$ cat src/rtl/core/vsic_pkg.sv
// Shared types, codes and constants of the start interlock controller.
package vsic_pkg;

   localparam int SampleW  = 12;
   localparam int SwitchW  = 11;
   localparam int TolW     = 12;
   localparam int PinCount = 10;

   localparam logic [TolW-1:0] KeyTolReset = 12'd100;

   // pin_levels bit positions
   localparam int PIN_KEEP  = 0;
   localparam int PIN_START = 1;
   localparam int PIN_IGN   = 2;
   localparam int PIN_READY = 3;
   localparam int PIN_NEUT  = 4;
   localparam int PIN_RIGHT = 5;
   localparam int PIN_LEFT  = 6;
   localparam int PIN_LOW   = 7;
   localparam int PIN_HIGH  = 8;
   localparam int PIN_EXTRA = 9;

   // switch_levels bit positions
   localparam int SW_LEFT    = 0;
   localparam int SW_RIGHT   = 1;
   localparam int SW_HIGH    = 2;
   localparam int SW_EXTRA   = 3;
   localparam int SW_LIGHTS  = 4;
   localparam int SW_START   = 5;
   localparam int SW_DECOMP  = 6;
   localparam int SW_ENG_ON  = 7;
   localparam int SW_NEUTRAL = 8;
   localparam int SW_STAND   = 9;
   localparam int SW_CLUTCH  = 10;

   localparam logic [1:0] MODE_CODE_KEY  = 2'd0;
   localparam logic [1:0] MODE_CODE_FAIL = 2'd1;
   localparam logic [1:0] MODE_CODE_RUN  = 2'd2;
   localparam logic [1:0] MODE_CODE_PARK = 2'd3;

   typedef enum logic [3:0] {
      MODE_KEY  = 4'b0001,
      MODE_FAIL = 4'b0010,
      MODE_RUN  = 4'b0100,
      MODE_PARK = 4'b1000
   } mode_type;

   typedef enum logic [3:0] {
      ENG_STOP = 4'b0001,
      ENG_WAIT = 4'b0010,
      ENG_ELEC = 4'b0100,
      ENG_RUN  = 4'b1000
   } engine_type;

   typedef struct packed {
      logic               operation;
      logic [SampleW-1:0] sample_x1;
      logic [SampleW-1:0] sample_x2;
      logic [SampleW-1:0] sample_y1;
      logic [SampleW-1:0] sample_y2;
      logic               samples_valid;
      logic               fault;
      logic [SwitchW-1:0] switch_levels;
   } req_payload_type;

   typedef struct packed {
      logic       keepalive_pin;
      logic       starter_pin;
      logic       ignition_enable_pin;
      logic       ready_lamp_pin;
      logic       neutral_lamp_pin;
      logic       right_arrow_pin;
      logic       left_arrow_pin;
      logic       low_beam_pin;
      logic       high_beam_pin;
      logic       extra_light_pin;
      logic [1:0] mode;
   } rsp_payload_type;

   // control fields of a registered beat, samples travel separately
   typedef struct packed {
      logic               operation;
      logic               samples_valid;
      logic               fault;
      logic [SwitchW-1:0] switch_levels;
   } item_ctl_type;

   typedef struct packed {
      mode_type            top_mode;
      engine_type          engine_state;
      logic                decomp_latched;
      logic                flash_phase;
      logic                failure_toggle;
      logic [PinCount-1:0] pins;
   } ctl_state_type;

   function automatic logic [1:0] mode_code(mode_type m);
      logic [1:0] code;
      case (m)
         MODE_KEY:  code = MODE_CODE_KEY;
         MODE_FAIL: code = MODE_CODE_FAIL;
         MODE_RUN:  code = MODE_CODE_RUN;
         MODE_PARK: code = MODE_CODE_PARK;
         default:   code = MODE_CODE_KEY;
      endcase
      return code;
   endfunction

endpackage

$ cat src/rtl/core/vsic_req_if.sv
// Request channel: valid/ready handshake with one control or tick beat.
interface vsic_req_if
   import vsic_pkg::*;
();
   logic            valid;
   logic            ready;
   req_payload_type payload;

   modport source (output valid, output payload, input ready);
   modport sink   (input valid, input payload, output ready);
endinterface

$ cat src/rtl/core/vsic_rsp_if.sv
// Response channel: valid/ready handshake carrying pin levels and mode.
interface vsic_rsp_if
   import vsic_pkg::*;
();
   logic            valid;
   logic            ready;
   rsp_payload_type payload;

   modport source (output valid, output payload, input ready);
   modport sink   (input valid, input payload, output ready);
endinterface

$ cat src/rtl/core/vsic_step.sv
// Next-state logic: applies one tick or control pass to the controller state.
module vsic_step
   import vsic_pkg::*;
#(
   parameter int KEY_BITS = 12
) (
   input  item_ctl_type        ctl,
   input  logic [KEY_BITS-1:0] key_x1,
   input  logic [KEY_BITS-1:0] key_x2,
   input  logic [KEY_BITS-1:0] key_y1,
   input  logic [KEY_BITS-1:0] key_y2,
   input  logic [TolW-1:0]     tolerance,
   input  ctl_state_type       state_in,
   output ctl_state_type       state_out
);

   logic [KEY_BITS-1:0] diff_x;
   logic [KEY_BITS-1:0] diff_y;
   logic                key_ok;
   logic [SwitchW-1:0]  sw;

   assign diff_x = (key_x1 > key_y1) ? key_x1 - key_y1 : key_y1 - key_x1;
   assign diff_y = (key_x2 > key_y2) ? key_x2 - key_y2 : key_y2 - key_x2;
   assign key_ok = ctl.samples_valid &&
                   (TolW'(diff_x) < tolerance) && (TolW'(diff_y) < tolerance);
   assign sw = ctl.switch_levels;

   always_comb begin
      state_out = state_in;
      if (ctl.operation) begin
         state_out.flash_phase = ~state_in.flash_phase;
      end else if (ctl.fault && (state_in.top_mode != MODE_FAIL)) begin
         state_out.top_mode = MODE_FAIL;
      end else begin
         case (state_in.top_mode)
            MODE_FAIL: begin
               state_out.failure_toggle = ~state_in.failure_toggle;
               state_out.pins[PIN_LEFT]  = ~state_in.failure_toggle;
               state_out.pins[PIN_RIGHT] = ~state_in.failure_toggle;
               state_out.pins[PIN_NEUT]  = ~state_in.failure_toggle;
               state_out.pins[PIN_START] = 1'b0;
               state_out.pins[PIN_IGN]   = 1'b0;
               state_out.pins[PIN_READY] = 1'b0;
            end
            MODE_KEY: begin
               if (key_ok) begin
                  state_out.pins[PIN_KEEP] = 1'b1;
                  state_out.top_mode = MODE_RUN;
               end else begin
                  state_out.pins[PIN_RIGHT] = 1'b0;
                  state_out.pins[PIN_LEFT]  = 1'b0;
                  state_out.pins[PIN_LOW]   = 1'b0;
                  state_out.pins[PIN_HIGH]  = 1'b0;
                  state_out.pins[PIN_EXTRA] = 1'b0;
               end
            end
            MODE_RUN: begin
               state_out.pins[PIN_LOW]   = sw[SW_LIGHTS];
               state_out.pins[PIN_HIGH]  = sw[SW_LIGHTS] & sw[SW_HIGH];
               state_out.pins[PIN_EXTRA] = sw[SW_LIGHTS] & sw[SW_EXTRA];

               // left wins over right
               state_out.pins[PIN_LEFT]  = sw[SW_LEFT] & state_in.flash_phase;
               state_out.pins[PIN_RIGHT] = ~sw[SW_LEFT] & sw[SW_RIGHT] &
                                           state_in.flash_phase;

               if (sw[SW_DECOMP]) begin
                  state_out.decomp_latched = 1'b1;
               end

               if (!sw[SW_NEUTRAL] && !sw[SW_STAND] &&
                   (state_in.engine_state != ENG_STOP)) begin
                  state_out.engine_state = ENG_STOP;
                  state_out.pins[PIN_IGN] = 1'b0;
               end
               if (!sw[SW_ENG_ON]) begin
                  state_out.engine_state = ENG_STOP;
                  state_out.pins[PIN_IGN] = 1'b0;
               end
               if (!sw[SW_START]) begin
                  state_out.pins[PIN_START] = 1'b0;
               end

               case (state_out.engine_state)
                  ENG_STOP: begin
                     state_out.pins[PIN_IGN]   = 1'b0;
                     state_out.pins[PIN_READY] = 1'b0;
                     state_out.pins[PIN_START] = 1'b0;
                     if (!sw[SW_ENG_ON] && sw[SW_HIGH] && !sw[SW_STAND]) begin
                        state_out.top_mode = MODE_PARK;
                     end else if ((sw[SW_NEUTRAL] || sw[SW_CLUTCH]) &&
                                  state_out.decomp_latched && sw[SW_ENG_ON]) begin
                        state_out.engine_state = ENG_WAIT;
                     end
                  end
                  ENG_WAIT: begin
                     state_out.pins[PIN_IGN]   = 1'b1;
                     state_out.pins[PIN_READY] = 1'b1;
                     if (!sw[SW_NEUTRAL] && !sw[SW_CLUTCH]) begin
                        state_out.decomp_latched  = 1'b0;
                        state_out.engine_state    = ENG_RUN;
                        state_out.pins[PIN_READY] = 1'b0;
                     end else if (sw[SW_START]) begin
                        state_out.pins[PIN_READY] = 1'b0;
                        state_out.decomp_latched  = 1'b0;
                        state_out.engine_state    = ENG_ELEC;
                     end
                  end
                  ENG_ELEC: begin
                     state_out.pins[PIN_START] = sw[SW_START];
                     if (!sw[SW_START]) begin
                        state_out.engine_state = ENG_RUN;
                     end
                  end
                  ENG_RUN: begin
                     state_out.pins[PIN_READY] = 1'b0;
                     if (sw[SW_DECOMP]) begin
                        state_out.engine_state   = ENG_STOP;
                        state_out.pins[PIN_IGN]  = 1'b0;
                        state_out.decomp_latched = 1'b0;
                     end
                  end
                  default: begin
                     state_out.engine_state = ENG_STOP;
                  end
               endcase
            end
            MODE_PARK: begin
               state_out.pins[PIN_LEFT]  = state_in.flash_phase;
               state_out.pins[PIN_RIGHT] = state_in.flash_phase;
               state_out.pins[PIN_LOW]   = 1'b1;
            end
            default: begin
               state_out.top_mode = MODE_FAIL;
            end
         endcase
      end
   end

endmodule

$ cat src/rtl/core/vehicle_start_interlock_controller.sv
// Top level of the motorbike ignition and lighting interlock controller.
// Accepts one beat per clock (a blink tick or a control pass) and returns one
// response beat per request carrying all ten pin levels and the mode after
// that beat. A request lands in the input register; when it advances, the
// controller state is updated from it and the response register loads at the
// same edge. Throughput is one beat per cycle while responses are taken. A
// stalled response holds the input stage, and the request side keeps taking a
// beat whenever the input stage will drain at that edge. Key samples are
// compared on their low min(SAMPLE_BITS, 12) bits. key_tolerance resets to
// 100 and is written through csr_write_enable/csr_write_data; the user must
// write it only while no beat is in flight; the block does not enforce it.
module vehicle_start_interlock_controller
   import vsic_pkg::*;
#(
   parameter int SAMPLE_BITS = 12
) (
   input  logic            clock,
   input  logic            reset,
   vsic_req_if.sink        req_bus,
   vsic_rsp_if.source      rsp_bus,
   input  logic            csr_write_enable,
   input  logic [TolW-1:0] csr_write_data
);

   localparam int KeyBits = (SAMPLE_BITS < SampleW) ? SAMPLE_BITS : SampleW;

   logic [TolW-1:0]    tol_ff;
   logic               s1_valid_ff;
   logic               s1_valid_in;
   item_ctl_type       s1_ctl_ff;
   logic [KeyBits-1:0] s1_x1_ff;
   logic [KeyBits-1:0] s1_x2_ff;
   logic [KeyBits-1:0] s1_y1_ff;
   logic [KeyBits-1:0] s1_y2_ff;
   ctl_state_type      state_ff;
   ctl_state_type      state_in;
   logic               rsp_valid_ff;
   logic               rsp_valid_in;
   rsp_payload_type    rsp_ff;
   rsp_payload_type    rsp_in;
   logic               req_take;
   logic               advance;

   assign advance  = s1_valid_ff && (!rsp_valid_ff || rsp_bus.ready);
   assign req_take = req_bus.valid && req_bus.ready;

   assign req_bus.ready = !s1_valid_ff || advance;
   assign rsp_bus.valid   = rsp_valid_ff;
   assign rsp_bus.payload = rsp_ff;

   assign s1_valid_in  = req_take ? 1'b1 : (advance ? 1'b0 : s1_valid_ff);
   assign rsp_valid_in = advance ? 1'b1 : (rsp_bus.ready ? 1'b0 : rsp_valid_ff);

   vsic_step #(
      .KEY_BITS (KeyBits)
   ) u_step (
      .ctl       (s1_ctl_ff),
      .key_x1    (s1_x1_ff),
      .key_x2    (s1_x2_ff),
      .key_y1    (s1_y1_ff),
      .key_y2    (s1_y2_ff),
      .tolerance (tol_ff),
      .state_in  (state_ff),
      .state_out (state_in)
   );

   always_comb begin
      rsp_in.keepalive_pin       = state_in.pins[PIN_KEEP];
      rsp_in.starter_pin         = state_in.pins[PIN_START];
      rsp_in.ignition_enable_pin = state_in.pins[PIN_IGN];
      rsp_in.ready_lamp_pin      = state_in.pins[PIN_READY];
      rsp_in.neutral_lamp_pin    = state_in.pins[PIN_NEUT];
      rsp_in.right_arrow_pin     = state_in.pins[PIN_RIGHT];
      rsp_in.left_arrow_pin      = state_in.pins[PIN_LEFT];
      rsp_in.low_beam_pin        = state_in.pins[PIN_LOW];
      rsp_in.high_beam_pin       = state_in.pins[PIN_HIGH];
      rsp_in.extra_light_pin     = state_in.pins[PIN_EXTRA];
      rsp_in.mode                = mode_code(state_in.top_mode);
   end

   always_ff @(posedge clock) begin
      if (reset) begin
         tol_ff       <= KeyTolReset;
         s1_valid_ff  <= 1'b0;
         rsp_valid_ff <= 1'b0;
         state_ff.top_mode       <= MODE_KEY;
         state_ff.engine_state   <= ENG_STOP;
         state_ff.decomp_latched <= 1'b0;
         state_ff.flash_phase    <= 1'b0;
         state_ff.failure_toggle <= 1'b0;
         state_ff.pins           <= '0;
      end else begin
         if (csr_write_enable) begin
            tol_ff <= csr_write_data;
         end
         s1_valid_ff  <= s1_valid_in;
         rsp_valid_ff <= rsp_valid_in;
         if (advance) begin
            state_ff <= state_in;
         end
      end
   end

   // payload registers, no reset
   always_ff @(posedge clock) begin
      if (req_take) begin
         s1_ctl_ff.operation     <= req_bus.payload.operation;
         s1_ctl_ff.samples_valid <= req_bus.payload.samples_valid;
         s1_ctl_ff.fault         <= req_bus.payload.fault;
         s1_ctl_ff.switch_levels <= req_bus.payload.switch_levels;
         s1_x1_ff <= req_bus.payload.sample_x1[KeyBits-1:0];
         s1_x2_ff <= req_bus.payload.sample_x2[KeyBits-1:0];
         s1_y1_ff <= req_bus.payload.sample_y1[KeyBits-1:0];
         s1_y2_ff <= req_bus.payload.sample_y2[KeyBits-1:0];
      end
      if (advance) begin
         rsp_ff <= rsp_in;
      end
   end

endmodule

$ cat src/flat_wrapper.sv
// flat-port wrapper written by rule: the top's interface ports become plain ports
module vehicle_start_interlock_controller_flat import vsic_pkg::*;
#(
   parameter int SAMPLE_BITS = 12
)
  (clock, reset, csr_write_enable, csr_write_data, req_bus_valid, req_bus_payload, req_bus_ready, rsp_bus_valid, rsp_bus_payload, rsp_bus_ready);
  vsic_req_if req_bus_i ();
  vsic_rsp_if rsp_bus_i ();
  input  logic clock;
  input  logic reset;
  input  logic csr_write_enable;
  input  logic [TolW-1:0] csr_write_data;
  input wire logic [$bits(req_bus_i.valid)-1:0] req_bus_valid;
  input wire logic [$bits(req_bus_i.payload)-1:0] req_bus_payload;
  output wire logic [$bits(req_bus_i.ready)-1:0] req_bus_ready;
  output wire logic [$bits(rsp_bus_i.valid)-1:0] rsp_bus_valid;
  output wire logic [$bits(rsp_bus_i.payload)-1:0] rsp_bus_payload;
  input wire logic [$bits(rsp_bus_i.ready)-1:0] rsp_bus_ready;
  assign req_bus_i.valid = req_bus_valid;
  assign req_bus_i.payload = req_bus_payload;
  assign req_bus_ready = req_bus_i.ready;
  assign rsp_bus_valid = rsp_bus_i.valid;
  assign rsp_bus_payload = rsp_bus_i.payload;
  assign rsp_bus_i.ready = rsp_bus_ready;
  vehicle_start_interlock_controller #(.SAMPLE_BITS(SAMPLE_BITS)) u_core (.clock(clock), .reset(reset), .req_bus(req_bus_i), .rsp_bus(rsp_bus_i), .csr_write_enable(csr_write_enable), .csr_write_data(csr_write_data));
endmodule
$ cat config.mk
export PLATFORM = sky130hd
export DESIGN_NAME = vehicle_start_interlock_controller_flat
export DESIGN_NICKNAME = d
export VERILOG_FILES = /design/src/rtl/core/vsic_pkg.sv /design/src/rtl/core/vsic_req_if.sv /design/src/rtl/core/vsic_rsp_if.sv /design/src/rtl/core/vsic_step.sv /design/src/rtl/core/vehicle_start_interlock_controller.sv /design/src/flat_wrapper.sv
export SDC_FILE = /design/constraint.sdc
export NUM_CORES = 1
export LEC_CHECK = 0
export ABC_CLOCK_PERIOD_IN_PS = 8250
export BUFFER_PORTS_ARGS = -buffer_cell sky130_fd_sc_hd__buf_2
export CORE_ASPECT_RATIO = 1.25
export CORE_MARGIN = 3
export CORE_UTILIZATION = 42
export CTS_BUF_LIST = sky130_fd_sc_hd__clkbuf_16
export DETAILED_ROUTE_END_ITERATION = 10
export GPL_TIMING_DRIVEN = 0
export SKIP_LAST_GASP = 1
export SYNTH_ARGS = -nofsm -noshare
export SYNTH_HDL_FRONTEND = slang
export SYNTH_SLANG_ARGS = --single-unit
$ cat constraint.sdc
create_clock -name clock -period 8.25 [get_ports clock]
set_clock_uncertainty 0.15 [all_clocks]
set_input_delay 1.2375 -clock clock [delete_from_list [all_inputs] [get_ports clock]]
set_output_delay 1.2375 -clock clock [all_outputs]
set_load 0.005 [all_outputs]
==> reports/metrics.cfg <==
[run_status]
outcome=finished clean

[clock_network]
clock_root_buffer_master=sky130_fd_sc_hd__clkbuf_16
cts_repair_resize_count=0
cts_max_path_buffers=2
insertion_delay_ps=360
tritoncts_clock_tree=yes
cts_inserted_buffers=9
cts_post_setup_buffers_inserted=0
ctsHoldBuffers=0
clkSlewWorstSetupHoldPaths_ps=70
htree_num_levels=3
cts.sinks=109

[timing]
report.final.hold_viol_count=0
final-setup-viol-count=0
worst_slew_margin_relative_to_its_limit=0.286
slew_viol_final=0
timing.final.crit_share=0.659
achievable-frequency_mhz=184
slew_at_the_pin_with_the_worst_max_slew_slack_ps=1070
final_period_minus_worst_setup_slack_ps=5440
total_negative_setup_slack_ps=0
rsz0062_at_grt=no

[yosys]
ys_top_cells_by_area=sky130_fd_sc_hd__edfxtp_1, sky130_fd_sc_hd__ha_1, sky130_fd_sc_hd__dfxtp_1, sky130_fd_sc_hd__inv_1, sky130_fd_sc_hd__nor2_1
ys_seq_elements=109
synth-adder-area-share=0.134
synth_nets=855
synthMostInstantiatedCell=sky130_fd_sc_hd__inv_1
count_of_distinct_cell_types_in_the_synthesized_netlist=73
post_synth_instance_area_um2=6970
synth_compound_area_frac=0.185
synth.area.mux_share=0.0370
synthSimpleGateAreaFrac=0.132
syn_area_per_cell_um2=9.90
async_reset_ff_frac=0
post_synthesis_cell_count=704
synth_xor_area_frac=0.0302
synth_top_area_cell=sky130_fd_sc_hd__edfxtp_1
synth-edff-count=74
ys_top_cells_by_count=sky130_fd_sc_hd__inv_1, sky130_fd_sc_hd__edfxtp_1, sky130_fd_sc_hd__ha_1
dominant_combinational_cell_family_by_area_after_synthesis=compound AO/OA/AOI/OAI gates
synthesis.yosys.warnings=0
sequential_share_of_the_synthesized_area=0.419
synth_top_flop_cell=sky130_fd_sc_hd__edfxtp_1
synth_top_area_share=0.319

[grt]
global_route.usage.total=0.179
maximum_number_of_pins_on_one_net_before_global_route_repair=35
grt_antenna_before_repair=0
number_of_global_route_vias_before_repair=5506
grt_first_pass_wirelength_um=26200
grt-ovfl-total=0

[pwr]
overall_power_mw=1.35
power_density_over_cell_area_nw_per_um2=169
peakVddDrop_mv=0.0999
static-leakage-power_nw=3.45

[floorplan]
chipWidth_um=121
num_io_pins=93
die_h_um=150
std_cell_rows=52
core_region_area_um2=16200
starting_utilization_of_the_core_area=0.430
die_ar_um2=18200

[setup_path]
crit_path_end_kind=flop
cp_launch_point=u_core.s1_x2_ff[0]
criticalPathCategory=reg -> reg
cp.arrival_ps=5460
reg2reg_from=u_core.s1_x2_ff[0]
worstPathRequired_ps=8270
critical_path_fanouts_max=8
setup.worst_path.start_class=flop

[placed_design]
io_buffers=91
dpl.hpwl_um=12300
routabilityCongestion=0.899

[drt]
detail_route.vias_per_cell=5.37
detail-route-antenna-nets=0
route.vias.total=5525
avgRoutedWirePerCell_um=15.4
remaining_drc_errors=0
drt_pre_antenna_iters=5
drt_first_iter_violations=368
drt-total-wl_um=15800

[final_layout]
antenna_diodes=0
nFillCells=1538
multi_input_area_um2=3610
area_growth_pct=14.5
drive_above_1_share=0.176
post_layout_nets=959
sequential_cell_area_um2=2920

[hold_path]
worstHoldPathType=reg -> reg
min-delay-start=u_core.state_ff[7]

[run]
drv.max_cap_violation_count=0

stage by stage:
| step | cell area (µm²) | hold slack [ps] | instances | utilization | setup slack, ps |
|---|---|---|---|---|---|
| floorplan | 6970 | 289 | 704 | - | 3640 |
| global placement | 7690 | 299 | 1011 | 0.475 | 2570 |
| detailed placement | 7720 | 322 | 1012 | 0.476 | 2490 |
| CTS | 7980 | 335 | 1028 | 0.492 | 2450 |
| global route | 7980 | 377 | 1029 | 0.493 | 2440 |
| finish | 7980 | 332 | 1029 | 0.493 | 2810 |
final timing paths:
check | end | slack (ps) | cells after the start
max | u_core.rsp_bus.payload[1] | 2810 | 20
min | u_core.state_ff[7] | 330 | 2
max reg2reg | u_core.rsp_bus.payload[1] | 2810 | 20
min reg2reg | u_core.state_ff[7] | 330 | 2
cell usage in the layout, fill, tap and decap left out, types with 13 or more instances in the layout:
master,netlist,final
sky130_fd_sc_hd__a211oi_1,14,14
sky130_fd_sc_hd__xnor2_1,14,14
sky130_fd_sc_hd__a21o_1,14,14
sky130_fd_sc_hd__o21ai_0,42,42
sky130_fd_sc_hd__dfxtp_1,35,35
sky130_fd_sc_hd__edfxtp_1,74,74
sky130_fd_sc_hd__nand2_1,36,36
sky130_fd_sc_hd__buf_2,8,99
sky130_fd_sc_hd__inv_1,81,84
sky130_fd_sc_hd__ha_1,68,68
sky130_fd_sc_hd__nor3_1,13,13
sky130_fd_sc_hd__a21oi_1,45,45
sky130_fd_sc_hd__clkbuf_1,13,13
sky130_fd_sc_hd__mux2i_1,19,19
sky130_fd_sc_hd__nor2_1,61,61
worst max-delay path, cell delays in order (launching register included):
cell,delay (ps)
sky130_fd_sc_hd__edfxtp_1,400
sky130_fd_sc_hd__inv_1,70
sky130_fd_sc_hd__ha_1,230
sky130_fd_sc_hd__inv_1,80
sky130_fd_sc_hd__fa_1,470
sky130_fd_sc_hd__a211oi_1,270
sky130_fd_sc_hd__o211a_1,320
sky130_fd_sc_hd__o21a_1,350
sky130_fd_sc_hd__nor3_1,110
sky130_fd_sc_hd__o32ai_1,490
sky130_fd_sc_hd__a31oi_1,170
sky130_fd_sc_hd__xnor2_1,150
sky130_fd_sc_hd__ha_1,320
sky130_fd_sc_hd__a21oi_1,140
sky130_fd_sc_hd__nor2b_1,60
sky130_fd_sc_hd__o21ai_0,140
sky130_fd_sc_hd__nand3_1,180
sky130_fd_sc_hd__nor4_1,500
sky130_fd_sc_hd__clkbuf_2,280
sky130_fd_sc_hd__nor2_1,70
sky130_fd_sc_hd__a311oi_1,290
registers in the layout, summed over array words and instances (netlist names), 12 cells and up:
| signal | count |
|---|---|
| u_core.state_ff | 21 |
| u_core.s1_ctl_ff | 14 |
| u_core.rsp_bus.payload | 12 |
| u_core.s1_x1_ff | 12 |
| u_core.s1_x2_ff | 12 |
| u_core.s1_y1_ff | 12 |
| u_core.s1_y2_ff | 12 |
| u_core.tol_ff | 12 |
cells by family (layout without fill, tap and decap cells):
kind of cell / count (synthesis) / count (layout)
multiplexers: 25 / 25
AO/OA/AOI/OAI: 188 / 188
flip-flops: 109 / 109
adder cells (fa/ha/maj): 72 / 72
buffers and inverters: 109 / 218
XOR/XNOR: 24 / 24
AND/OR/NAND/NOR: 177 / 177
routing by layer:
layer | track usage | up-vias | share of wire
met2 | 0.310 | 157 | 0.50
met3 | 0.0242 | 26 | 0.040
met4 | 0.0740 | 0 | 0.024
li1 | - | 2754 | -
met5 | 0 | - | 0
met1 | 0.226 | 2588 | 0.44
where the power goes:
part | switching, mW | total (mW) | internal (mW) | leakage, nW
Clock | 0.193 | 0.393 | 0.200 | 0.135
Combinational | 0.189 | 0.332 | 0.143 | 2.31
Sequential | 0.0146 | 0.628 | 0.613 | 1.01
area by class of cell:
type | count | share of cell area
clock buffers | 9 | 0.0282
well taps | 216 | 0.0339
multi-input cells | 486 | 0.452
inverters | 81 | 0.0381
plain buffers | 28 | 0.0168
repair buffers | 93 | 0.0602
flip-flops and latches | 109 | 0.366
clock inverters | 7 | 0.00455
Power figures use the tool's default switching activity.
